===== config.mk =====
export PLATFORM = sky130hd
export DESIGN_NAME = console_line_editor
export DESIGN_NICKNAME = d
export VERILOG_FILES = /design/src/sv/cle_pkg.sv /design/src/sv/cle_ram.sv /design/src/sv/cle_edit.sv /design/src/sv/cle_emit.sv /design/src/sv/console_line_editor.sv
export SDC_FILE = /design/constraint.sdc
export NUM_CORES = 1
export LEC_CHECK = 0
export BUFFER_PORTS_ARGS = -buffer_cell sky130_fd_sc_hd__buf_2
export CAP_MARGIN = 20
export CORE_ASPECT_RATIO = 1.75
export CORE_UTILIZATION = 45
export DETAILED_ROUTE_END_ITERATION = 10
export HOLD_SLACK_MARGIN = 0.12
export SETUP_SLACK_MARGIN = 0.15
export SYNTH_ARGS = -nofsm -noshare
export SYNTH_HDL_FRONTEND = slang
export SYNTH_SLANG_ARGS = --single-unit

===== constraint.sdc =====
create_clock -name aclk -period 8.5 [get_ports aclk]
set_input_delay 1.7 -clock aclk [delete_from_list [all_inputs] [get_ports aclk]]
set_output_delay 1.7 -clock aclk [all_outputs]
set_load 0.05 [all_outputs]

===== src/sv/cle_pkg.sv =====
`timescale 1ns / 1ps
`default_nettype none

package cle_pkg;

    localparam int LINE_BYTES = 128;
    localparam int CAPACITY   = LINE_BYTES - 3;
    localparam int ADDR_W     = $clog2(LINE_BYTES);
    localparam int CMP_W      = (ADDR_W > 7) ? ADDR_W : 7;
    localparam int BYTE_W     = 7;
    localparam int ECHO_MAX   = 6;
    localparam int CNT_W      = 3;
    localparam int S_DATA_W   = 16;
    localparam int M_DATA_W   = 24;

    localparam logic CMD_KEY  = 1'b0;
    localparam logic CMD_READ = 1'b1;

    localparam logic [BYTE_W-1:0] K_BELL   = 7'h07;
    localparam logic [BYTE_W-1:0] K_BS     = 7'h08;
    localparam logic [BYTE_W-1:0] K_TAB    = 7'h09;
    localparam logic [BYTE_W-1:0] K_LF     = 7'h0a;
    localparam logic [BYTE_W-1:0] K_FF     = 7'h0c;
    localparam logic [BYTE_W-1:0] K_CR     = 7'h0d;
    localparam logic [BYTE_W-1:0] K_KILL   = 7'h15;
    localparam logic [BYTE_W-1:0] K_QUOTE  = 7'h16;
    localparam logic [BYTE_W-1:0] K_DEL    = 7'h7f;
    localparam logic [BYTE_W-1:0] K_SPACE  = 7'h20;
    localparam logic [BYTE_W-1:0] K_TILDE  = 7'h7e;
    localparam logic [BYTE_W-1:0] K_ZERO   = 7'h30;
    localparam logic [BYTE_W-1:0] K_BSLASH = 7'h5c;
    localparam logic [BYTE_W-1:0] K_CARET  = 7'h5e;
    localparam logic [BYTE_W-1:0] K_UPPERU = 7'h55;
    localparam logic [BYTE_W-1:0] K_QMARK  = 7'h3f;
    localparam logic [BYTE_W-1:0] K_LOWB   = 7'h62;
    localparam logic [BYTE_W-1:0] K_LOWF   = 7'h66;
    localparam logic [BYTE_W-1:0] K_LOWN   = 7'h6e;
    localparam logic [BYTE_W-1:0] K_LOWR   = 7'h72;
    localparam logic [BYTE_W-1:0] K_LOWT   = 7'h74;

    typedef struct packed {
        logic [ECHO_MAX-1:0][BYTE_W-1:0] echo;
        logic [CNT_W-1:0]                cnt;
        logic                            echo_valid;
        logic                            rd_hit;
        logic                            done;
        logic [BYTE_W-1:0]               length;
    } cle_desc_t;

    typedef struct packed {
        logic              we;
        logic [ADDR_W-1:0] waddr;
        logic [BYTE_W-1:0] wdata;
        logic              re;
        logic [ADDR_W-1:0] raddr;
    } cle_ram_req_t;

endpackage

`default_nettype wire


===== src/sv/cle_ram.sv =====
`timescale 1ns / 1ps
`default_nettype none

module cle_ram #(
    parameter int WIDTH = 8,
    parameter int DEPTH = 128
) (
    input  wire logic                     aclk,
    input  wire logic                     we,
    input  wire logic [$clog2(DEPTH)-1:0] waddr,
    input  wire logic [WIDTH-1:0]         wdata,
    input  wire logic                     re,
    input  wire logic [$clog2(DEPTH)-1:0] raddr,
    output logic      [WIDTH-1:0]         rdata
);

    logic [WIDTH-1:0] mem [DEPTH];

    always_ff @(posedge aclk) begin
        if (we) begin
            mem[waddr] <= wdata;
        end
        if (re) begin
            rdata <= mem[raddr];
        end
    end

endmodule

`default_nettype wire


===== src/sv/cle_edit.sv =====
`timescale 1ns / 1ps
`default_nettype none

module cle_edit
    import cle_pkg::*;
(
    input  wire logic                aclk,
    input  wire logic                aresetn,
    input  wire logic                s_tvalid,
    output logic                     s_tready,
    input  wire logic [S_DATA_W-1:0] s_tdata,
    input  wire logic [0:0]          s_tuser,
    output logic                     desc_valid,
    input  wire logic                desc_ready,
    output cle_desc_t                desc,
    output cle_ram_req_t             ram_req
);

    logic [ADDR_W-1:0] fill_reg, fill_next, fill0;
    logic              quote_reg, quote_next;
    logic              complete_reg, complete_next;
    logic              valid_reg;
    cle_desc_t         desc_reg, desc_next;

    logic              cmd;
    logic [BYTE_W-1:0] c, ch;
    logic [6:0]        idx;
    logic [CMP_W-1:0]  idx_ext, fill_ext, len_ext;
    logic              we_c, re_c, accept, room;

    assign accept   = s_tvalid && s_tready;
    assign s_tready = !valid_reg || desc_ready;
    assign cmd      = s_tuser[0];
    assign c        = s_tdata[6:0];
    assign idx      = s_tdata[14:8];
    assign idx_ext  = CMP_W'(idx);
    assign fill_ext = CMP_W'(fill_reg);
    assign fill0    = complete_reg ? '0 : fill_reg;
    assign room     = fill0 < ADDR_W'(CAPACITY);
    assign ch       = (c == K_TAB) ? K_SPACE : c;

    always_comb begin
        fill_next     = fill_reg;
        quote_next    = quote_reg;
        complete_next = complete_reg;
        desc_next     = '0;
        desc_next.cnt = CNT_W'(1);
        we_c          = 1'b0;
        re_c          = 1'b0;
        if (cmd == CMD_READ) begin
            re_c             = 1'b1;
            desc_next.rd_hit = idx_ext < fill_ext;
        end else begin
            fill_next     = fill0;
            complete_next = 1'b0;
            if (quote_reg) begin
                quote_next           = 1'b0;
                desc_next.echo_valid = 1'b1;
                if (room) begin
                    we_c      = 1'b1;
                    fill_next = fill0 + ADDR_W'(1);
                    if (c >= K_SPACE && c <= K_TILDE) begin
                        desc_next.echo[0] = c;
                    end else begin
                        desc_next.echo[0] = K_BSLASH;
                        desc_next.cnt     = CNT_W'(2);
                        case (c)
                            K_BS:    desc_next.echo[1] = K_LOWB;
                            K_FF:    desc_next.echo[1] = K_LOWF;
                            K_LF:    desc_next.echo[1] = K_LOWN;
                            K_CR:    desc_next.echo[1] = K_LOWR;
                            K_TAB:   desc_next.echo[1] = K_LOWT;
                            default: begin
                                desc_next.cnt     = CNT_W'(4);
                                desc_next.echo[1] = K_ZERO | {6'b0, c[6]};
                                desc_next.echo[2] = K_ZERO | {4'b0, c[5:3]};
                                desc_next.echo[3] = K_ZERO | {4'b0, c[2:0]};
                            end
                        endcase
                    end
                end else begin
                    desc_next.echo[0] = K_BELL;
                end
            end else if (c == K_QUOTE) begin
                quote_next = 1'b1;
            end else if (c == K_CR || c == K_LF) begin
                desc_next.echo_valid = 1'b1;
                desc_next.cnt        = CNT_W'(2);
                desc_next.echo[0]    = K_CR;
                desc_next.echo[1]    = K_LF;
                desc_next.done       = 1'b1;
                complete_next        = 1'b1;
            end else if (c == K_BS || c == K_DEL) begin
                if (fill0 != '0) begin
                    fill_next            = fill0 - ADDR_W'(1);
                    desc_next.echo_valid = 1'b1;
                    desc_next.cnt        = CNT_W'(3);
                    desc_next.echo[0]    = K_BS;
                    desc_next.echo[1]    = K_SPACE;
                    desc_next.echo[2]    = K_BS;
                end
            end else if (c == K_KILL) begin
                if (fill0 != '0) begin
                    fill_next            = '0;
                    desc_next.echo_valid = 1'b1;
                    desc_next.cnt        = CNT_W'(6);
                    desc_next.echo[0]    = K_CARET;
                    desc_next.echo[1]    = K_UPPERU;
                    desc_next.echo[2]    = K_CR;
                    desc_next.echo[3]    = K_LF;
                    desc_next.echo[4]    = K_QMARK;
                    desc_next.echo[5]    = K_SPACE;
                end
            end else begin
                desc_next.echo_valid = 1'b1;
                if (ch >= K_SPACE && ch <= K_TILDE && room) begin
                    we_c              = 1'b1;
                    fill_next         = fill0 + ADDR_W'(1);
                    desc_next.echo[0] = ch;
                end else begin
                    desc_next.echo[0] = K_BELL;
                end
            end
        end
        len_ext          = CMP_W'(fill_next);
        desc_next.length = len_ext[BYTE_W-1:0];
    end

    always_comb begin
        ram_req.we    = accept && we_c;
        ram_req.waddr = fill0;
        ram_req.wdata = quote_reg ? c : ch;
        ram_req.re    = accept && re_c;
        ram_req.raddr = idx_ext[ADDR_W-1:0];
    end

    always_ff @(posedge aclk) begin
        if (!aresetn) begin
            fill_reg     <= '0;
            quote_reg    <= 1'b0;
            complete_reg <= 1'b0;
            valid_reg    <= 1'b0;
        end else begin
            if (accept) begin
                fill_reg     <= fill_next;
                quote_reg    <= quote_next;
                complete_reg <= complete_next;
                valid_reg    <= 1'b1;
            end else if (desc_ready) begin
                valid_reg <= 1'b0;
            end
        end
    end

    always_ff @(posedge aclk) begin
        if (accept) begin
            desc_reg <= desc_next;
        end
    end

    assign desc_valid = valid_reg;
    assign desc       = desc_reg;

`ifndef NO_ASSERTIONS
    a_fill_cap: assert property (@(posedge aclk) disable iff (!aresetn)
        fill_reg <= ADDR_W'(CAPACITY))
        else $error("line fill beyond capacity");

    a_read_keeps_state: assert property (@(posedge aclk) disable iff (!aresetn)
        (accept && cmd == CMD_READ) |=> ($stable(fill_reg) && $stable(quote_reg)
            && $stable(complete_reg)))
        else $error("read command altered editor state");

    a_write_in_range: assert property (@(posedge aclk) disable iff (!aresetn)
        ram_req.we |-> (ram_req.waddr < ADDR_W'(CAPACITY)))
        else $error("store write beyond capacity");
`endif

endmodule

`default_nettype wire


===== src/sv/cle_emit.sv =====
`timescale 1ns / 1ps
`default_nettype none

module cle_emit
    import cle_pkg::*;
(
    input  wire logic                aclk,
    input  wire logic                aresetn,
    input  wire logic                desc_valid,
    output logic                     desc_ready,
    input  wire cle_desc_t           desc,
    input  wire logic [BYTE_W-1:0]   rd_data,
    output logic                     m_tvalid,
    input  wire logic                m_tready,
    output logic [M_DATA_W-1:0]      m_tdata,
    output logic [0:0]               m_tuser,
    output logic                     m_tlast
);

    logic              busy_reg;
    logic [CNT_W-1:0]  idx_reg;
    cle_desc_t         buf_reg;
    logic [BYTE_W-1:0] rdata_reg;
    logic              last, load;

    assign last       = idx_reg == (buf_reg.cnt - CNT_W'(1));
    assign desc_ready = !busy_reg || (m_tready && last);
    assign load       = desc_valid && desc_ready;

    always_ff @(posedge aclk) begin
        if (!aresetn) begin
            busy_reg <= 1'b0;
            idx_reg  <= '0;
        end else begin
            if (load) begin
                busy_reg <= 1'b1;
                idx_reg  <= '0;
            end else if (busy_reg && m_tready) begin
                if (last) begin
                    busy_reg <= 1'b0;
                end else begin
                    idx_reg <= idx_reg + CNT_W'(1);
                end
            end
        end
    end

    always_ff @(posedge aclk) begin
        if (load) begin
            buf_reg   <= desc;
            rdata_reg <= rd_data;
        end
    end

    assign m_tvalid   = busy_reg;
    assign m_tlast    = last;
    assign m_tuser[0] = buf_reg.echo_valid;
    assign m_tdata    = {2'b00, buf_reg.length, buf_reg.done, rdata_reg,
                         buf_reg.echo[idx_reg]};

`ifndef NO_ASSERTIONS
    a_idx_range: assert property (@(posedge aclk) disable iff (!aresetn)
        busy_reg |-> (idx_reg < buf_reg.cnt && buf_reg.cnt <= CNT_W'(ECHO_MAX)))
        else $error("echo index past word count");

    a_single_when_silent: assert property (@(posedge aclk) disable iff (!aresetn)
        (busy_reg && !buf_reg.echo_valid) |-> (buf_reg.cnt == CNT_W'(1)))
        else $error("silent result with several words");

    a_advance: assert property (@(posedge aclk) disable iff (!aresetn)
        (busy_reg && m_tready && !last && !load) |=> (busy_reg
            && idx_reg == $past(idx_reg) + CNT_W'(1)))
        else $error("echo index did not advance");
`endif

endmodule

`default_nettype wire


===== src/sv/console_line_editor.sv =====
// Console line editor.
// Input words (s_): s_tuser[0] is the command (0 = key byte, 1 = read of a
// stored byte); s_tdata carries the key byte and the read index. Each key
// edits a 128-entry line store held in a synchronous RAM.
// Result words (m_): one to six per input word. m_tuser[0] flags a valid echo
// byte; m_tdata carries echo byte, read data, line-done flag and line length;
// m_tlast marks the final word of an input.
// The first result word passes the edit stage register and then the emit
// buffer register. An input with n result words holds the output until all n
// are taken, so the output port sets the sustained input rate; the edit stage
// and RAM take a new input word every cycle while s_tready is high.
// A stalled receiver holds the current word; one decoded input waits in the
// edit stage register, after which s_tready drops.
// Reset (aresetn low, synchronous) empties the line, clears any pending quote
// and drops all queued results; the store itself needs no clearing.
`timescale 1ns / 1ps
`default_nettype none

module console_line_editor
    import cle_pkg::*;
(
    input  wire logic                aclk,
    input  wire logic                aresetn,
    input  wire logic                s_tvalid,
    output logic                     s_tready,
    input  wire logic [S_DATA_W-1:0] s_tdata,   // key_byte[7:0], read_index[14:8]
    input  wire logic [0:0]          s_tuser,   // command[0]
    output logic                     m_tvalid,
    input  wire logic                m_tready,
    output logic [M_DATA_W-1:0]      m_tdata,   // echo_byte[6:0], read_data[13:7],
                                                // line_done[14], line_length[21:15]
    output logic [0:0]               m_tuser,   // echo_valid[0]
    output logic                     m_tlast
);

    cle_desc_t         desc;
    cle_ram_req_t      ram_req;
    logic              desc_valid, desc_ready;
    logic [BYTE_W-1:0] ram_q, rd_data;

    cle_edit u_edit (
        .aclk       (aclk),
        .aresetn    (aresetn),
        .s_tvalid   (s_tvalid),
        .s_tready   (s_tready),
        .s_tdata    (s_tdata),
        .s_tuser    (s_tuser),
        .desc_valid (desc_valid),
        .desc_ready (desc_ready),
        .desc       (desc),
        .ram_req    (ram_req)
    );

    cle_ram #(
        .WIDTH (BYTE_W),
        .DEPTH (LINE_BYTES)
    ) u_store (
        .aclk  (aclk),
        .we    (ram_req.we),
        .waddr (ram_req.waddr),
        .wdata (ram_req.wdata),
        .re    (ram_req.re),
        .raddr (ram_req.raddr),
        .rdata (ram_q)
    );

    // past the line length a read gives zero
    assign rd_data = desc.rd_hit ? ram_q : '0;

    cle_emit u_emit (
        .aclk       (aclk),
        .aresetn    (aresetn),
        .desc_valid (desc_valid),
        .desc_ready (desc_ready),
        .desc       (desc),
        .rd_data    (rd_data),
        .m_tvalid   (m_tvalid),
        .m_tready   (m_tready),
        .m_tdata    (m_tdata),
        .m_tuser    (m_tuser),
        .m_tlast    (m_tlast)
    );

endmodule

`default_nettype wire


==> out/metrics.cfg <==
[status]
status = finished clean

[final_layout]
diodes = 0
fin_util_pct = 50.5
area_delta_synth_final_pct = 10.8
largest_reg_flops = 896
drive_gt1_share_pct = 22.0
nNetsFinal = 2114

[sta]
maxSlewViolCount = 0
finalHoldViolations = 0
min_period_ns = 5.08
finalWorstSetupSlack_ns = 3.42
setup_tns_ns = 0
setup_violations = 0
fin_crit_sh_pct = 59.8
rsz0062_at_grt = no
worstMarginPinSlew_ns = 1.17
fin_skew_ns = 0.0195
slew_headroom_pct = 22.2
whs_ns = 0.419
clock.fmax_mhz = 197

[die]
fp.coreArea_mm2 = 0.0871
io_pins = 49
dieArea_mm2 = 0.0895
rows = 143
die_w_um = 227
die_h_um = 395
initial_core_util_pct = 45.6

[pwr]
power.total_w = 0.00989
switching_share_pct = 21.4
ir_drop_uv = 137
clkPwrFrac_pct = 39.1
p_int_w = 0.00778
combPwrFrac_pct = 5.6
power_density_mw_per_mm2 = 225
p_switching_w = 0.00211
power_frac_seq_pct = 55.2
leakage_nw = 13.8

[detailed_routing]
drc_errors = 0
ant_nets = 0
routedWlPerCell_um = 27.9
drt_iter0_markers = 1980
firstDrtPassIters = 5
vias_per_cell = 5.90
wirelength_mm = 92.5
dr_total_vias = 19518

[cts]
htreeDepth = 3
cts_tree = built
cts_root_buf = clkbuf_16
cts.repair.resized = 0
clkLatencyLatePin_ns = 0.66
clock-sinks = 997
postCtsSetupRepairBufs = 0
path_clk_slew_ns = 0.06
cts_buffers = 85
clockBufferDepth = 3
ctsHoldBuffers = 0

[grt]
grt-ovfl-total = 0
grt_usage_pct = 21.2
global_route.usage.met3_pct = 3.21
grt_use_met1_pct = 24.0
grt_pass1_vias = 20651
grt_antenna_before_repair = 1
grt-busiest-layer = met2
grt_pass1_wl_mm = 137
grt_use_met2_pct = 38.7
grt_max_degree = 106

[yosys]
synth_area_leaders = edfxtp_1 74%, mux4_2 13%, nor2_1 1.6%, mux2_2 0.91%, mux2i_1 0.88%
synth_warnings = 0
synth-seq-cells = 997
synth_common_cells = 983 x edfxtp_1, 228 x mux4_2, 167 x nor2_1
synth_cell_type_count = 67
async_reset_ff_share_pct = 0
synth_top_area_share_pct = 74.3
yosysTopAreaCell = edfxtp_1
synth_area_per_cell_um2 = 19.6
yosysMostFrequentCell = edfxtp_1
synth_edf_count = 983
synthCells = 2023
ys_seq_area_share_pct = 75.0
synth_flop_cell = edfxtp_1
synth_area_mm2 = 0.0397

[setup_path]
reg2reg_slack_ns = 4.01
reg2reg_depth = 7
path_cells = buf_2, nor2b_1, a211o_1, a21oi_1, nor3_4, nand4_1, buf_4, nor2_1
critPathMaxStageDelay_ns = 0.79
crit_fanout = 18
cp.required_ns = 8.77
r2r-start = u_emit.idx_reg[2]
r2r-end = u_store.mem[102][6]
end_kind = register
worst-setup-path-type = input port to register
worstPathArrival_ns = 5.35
slowest_stage = nand4_1
startpoint = s_tdata[0]
cp-start-kind = input port

[hold_path]
worstHoldStart = u_edit.desc[37]
min_path_cells = 0
whs_endpoint = u_emit.buf_reg[37]
min_path_type = register to register

[flow_run]
maxCapViolCount = 0

[placement]
place_hpwl_mm = 59.6
port_buffers = 44
gp_congestion = 0.925
dp_slack_ns = 2.83

[power groups by stage]
stage               Combinational [W]  Sequential, W  Clock [W]
floorplan                    0.000366        0.00557          0
global placement             0.000549        0.00557          0
detailed placement           0.000560        0.00557          0
CTS                          0.000561        0.00546    0.00395
global route                 0.000593        0.00546    0.00411
finish                       0.000557        0.00546    0.00387
[logic make-up after synthesis]
| kind of cell | synth area share (%) |
|---|---|
| muxes | 14.7 |
| and+or+nand+nor | 3.75 |
| other | 0.00944 |
| buffers and inverters | 1.74 |
| xor gates and xnor gates | 0.236 |
| adders and majority gates | 0.346 |
| DFF | 75.0 |
| AOI/OAI and AO/OA | 4.20 |
[routing by layer]
layer	vias up	part of all wire, %	routed length, um
li1	8413	-	-
met1	10316	36	33100
met2	605	55	51100
met3	182	4.3	4020
met4	2	4.6	4250
met5	-	0.014	13
[stage by stage]
stage,instance area (um^2),cells
after floorplan,39800,2045
after global placement,41300,3153
after detailed placement,41300,3153
after CTS,44000,3308
after global routing,44000,3310
final,44000,3310
[worst max path at each step]
stage,depth (start not counted),endpoint
after global routing,8,u_store.mem[22][0]
after global placement,8,u_store.mem[38][4]
after floorplan,5,u_store.mem[0][0]
after CTS,8,u_store.mem[102][1]
after detailed placement,8,u_store.mem[22][6]
final,8,u_store.mem[102][6]
[critical path: cells and delay by family]
family | cells | cell delay [ns]
AND/OR/NAND/NOR | 4 | 2.22
buffers and inverters | 2 | 0.82
AO/OA/AOI/OAI | 2 | 0.59
[layout by cell type, fill, tap and decap left out, drive strengths merged, types with 11 or more instances in the layout]
cell and count:
o22a 24, o221ai 35, nand2b 11, mux2i 35, dfxtp 14, and2 13, conb 23, nor2b 12
inv 35, ha 11, mux4 228, clkinv 35, nor2 167, a221oi 31, edfxtp 983, a21oi 14
o21ai 51, a31oi 12, clkbuf 104, mux2 32, buf 81, nor3 16, nand2 47, nand3 21
[area by class of cell]
| cell class | instances | area [um^2] |
|---|---|---|
| clock buffer | 104 | 2260 |
| timing repair buffer | 81 | 576 |
| sequential | 997 | 29800 |
| clock inverter | 51 | 472 |
| inverter | 30 | 113 |
| fill | 6945 | 43100 |
| tap | 1160 | 1450 |
| multi-input combinational | 887 | 9360 |
(Power assumes the default switching activity.)
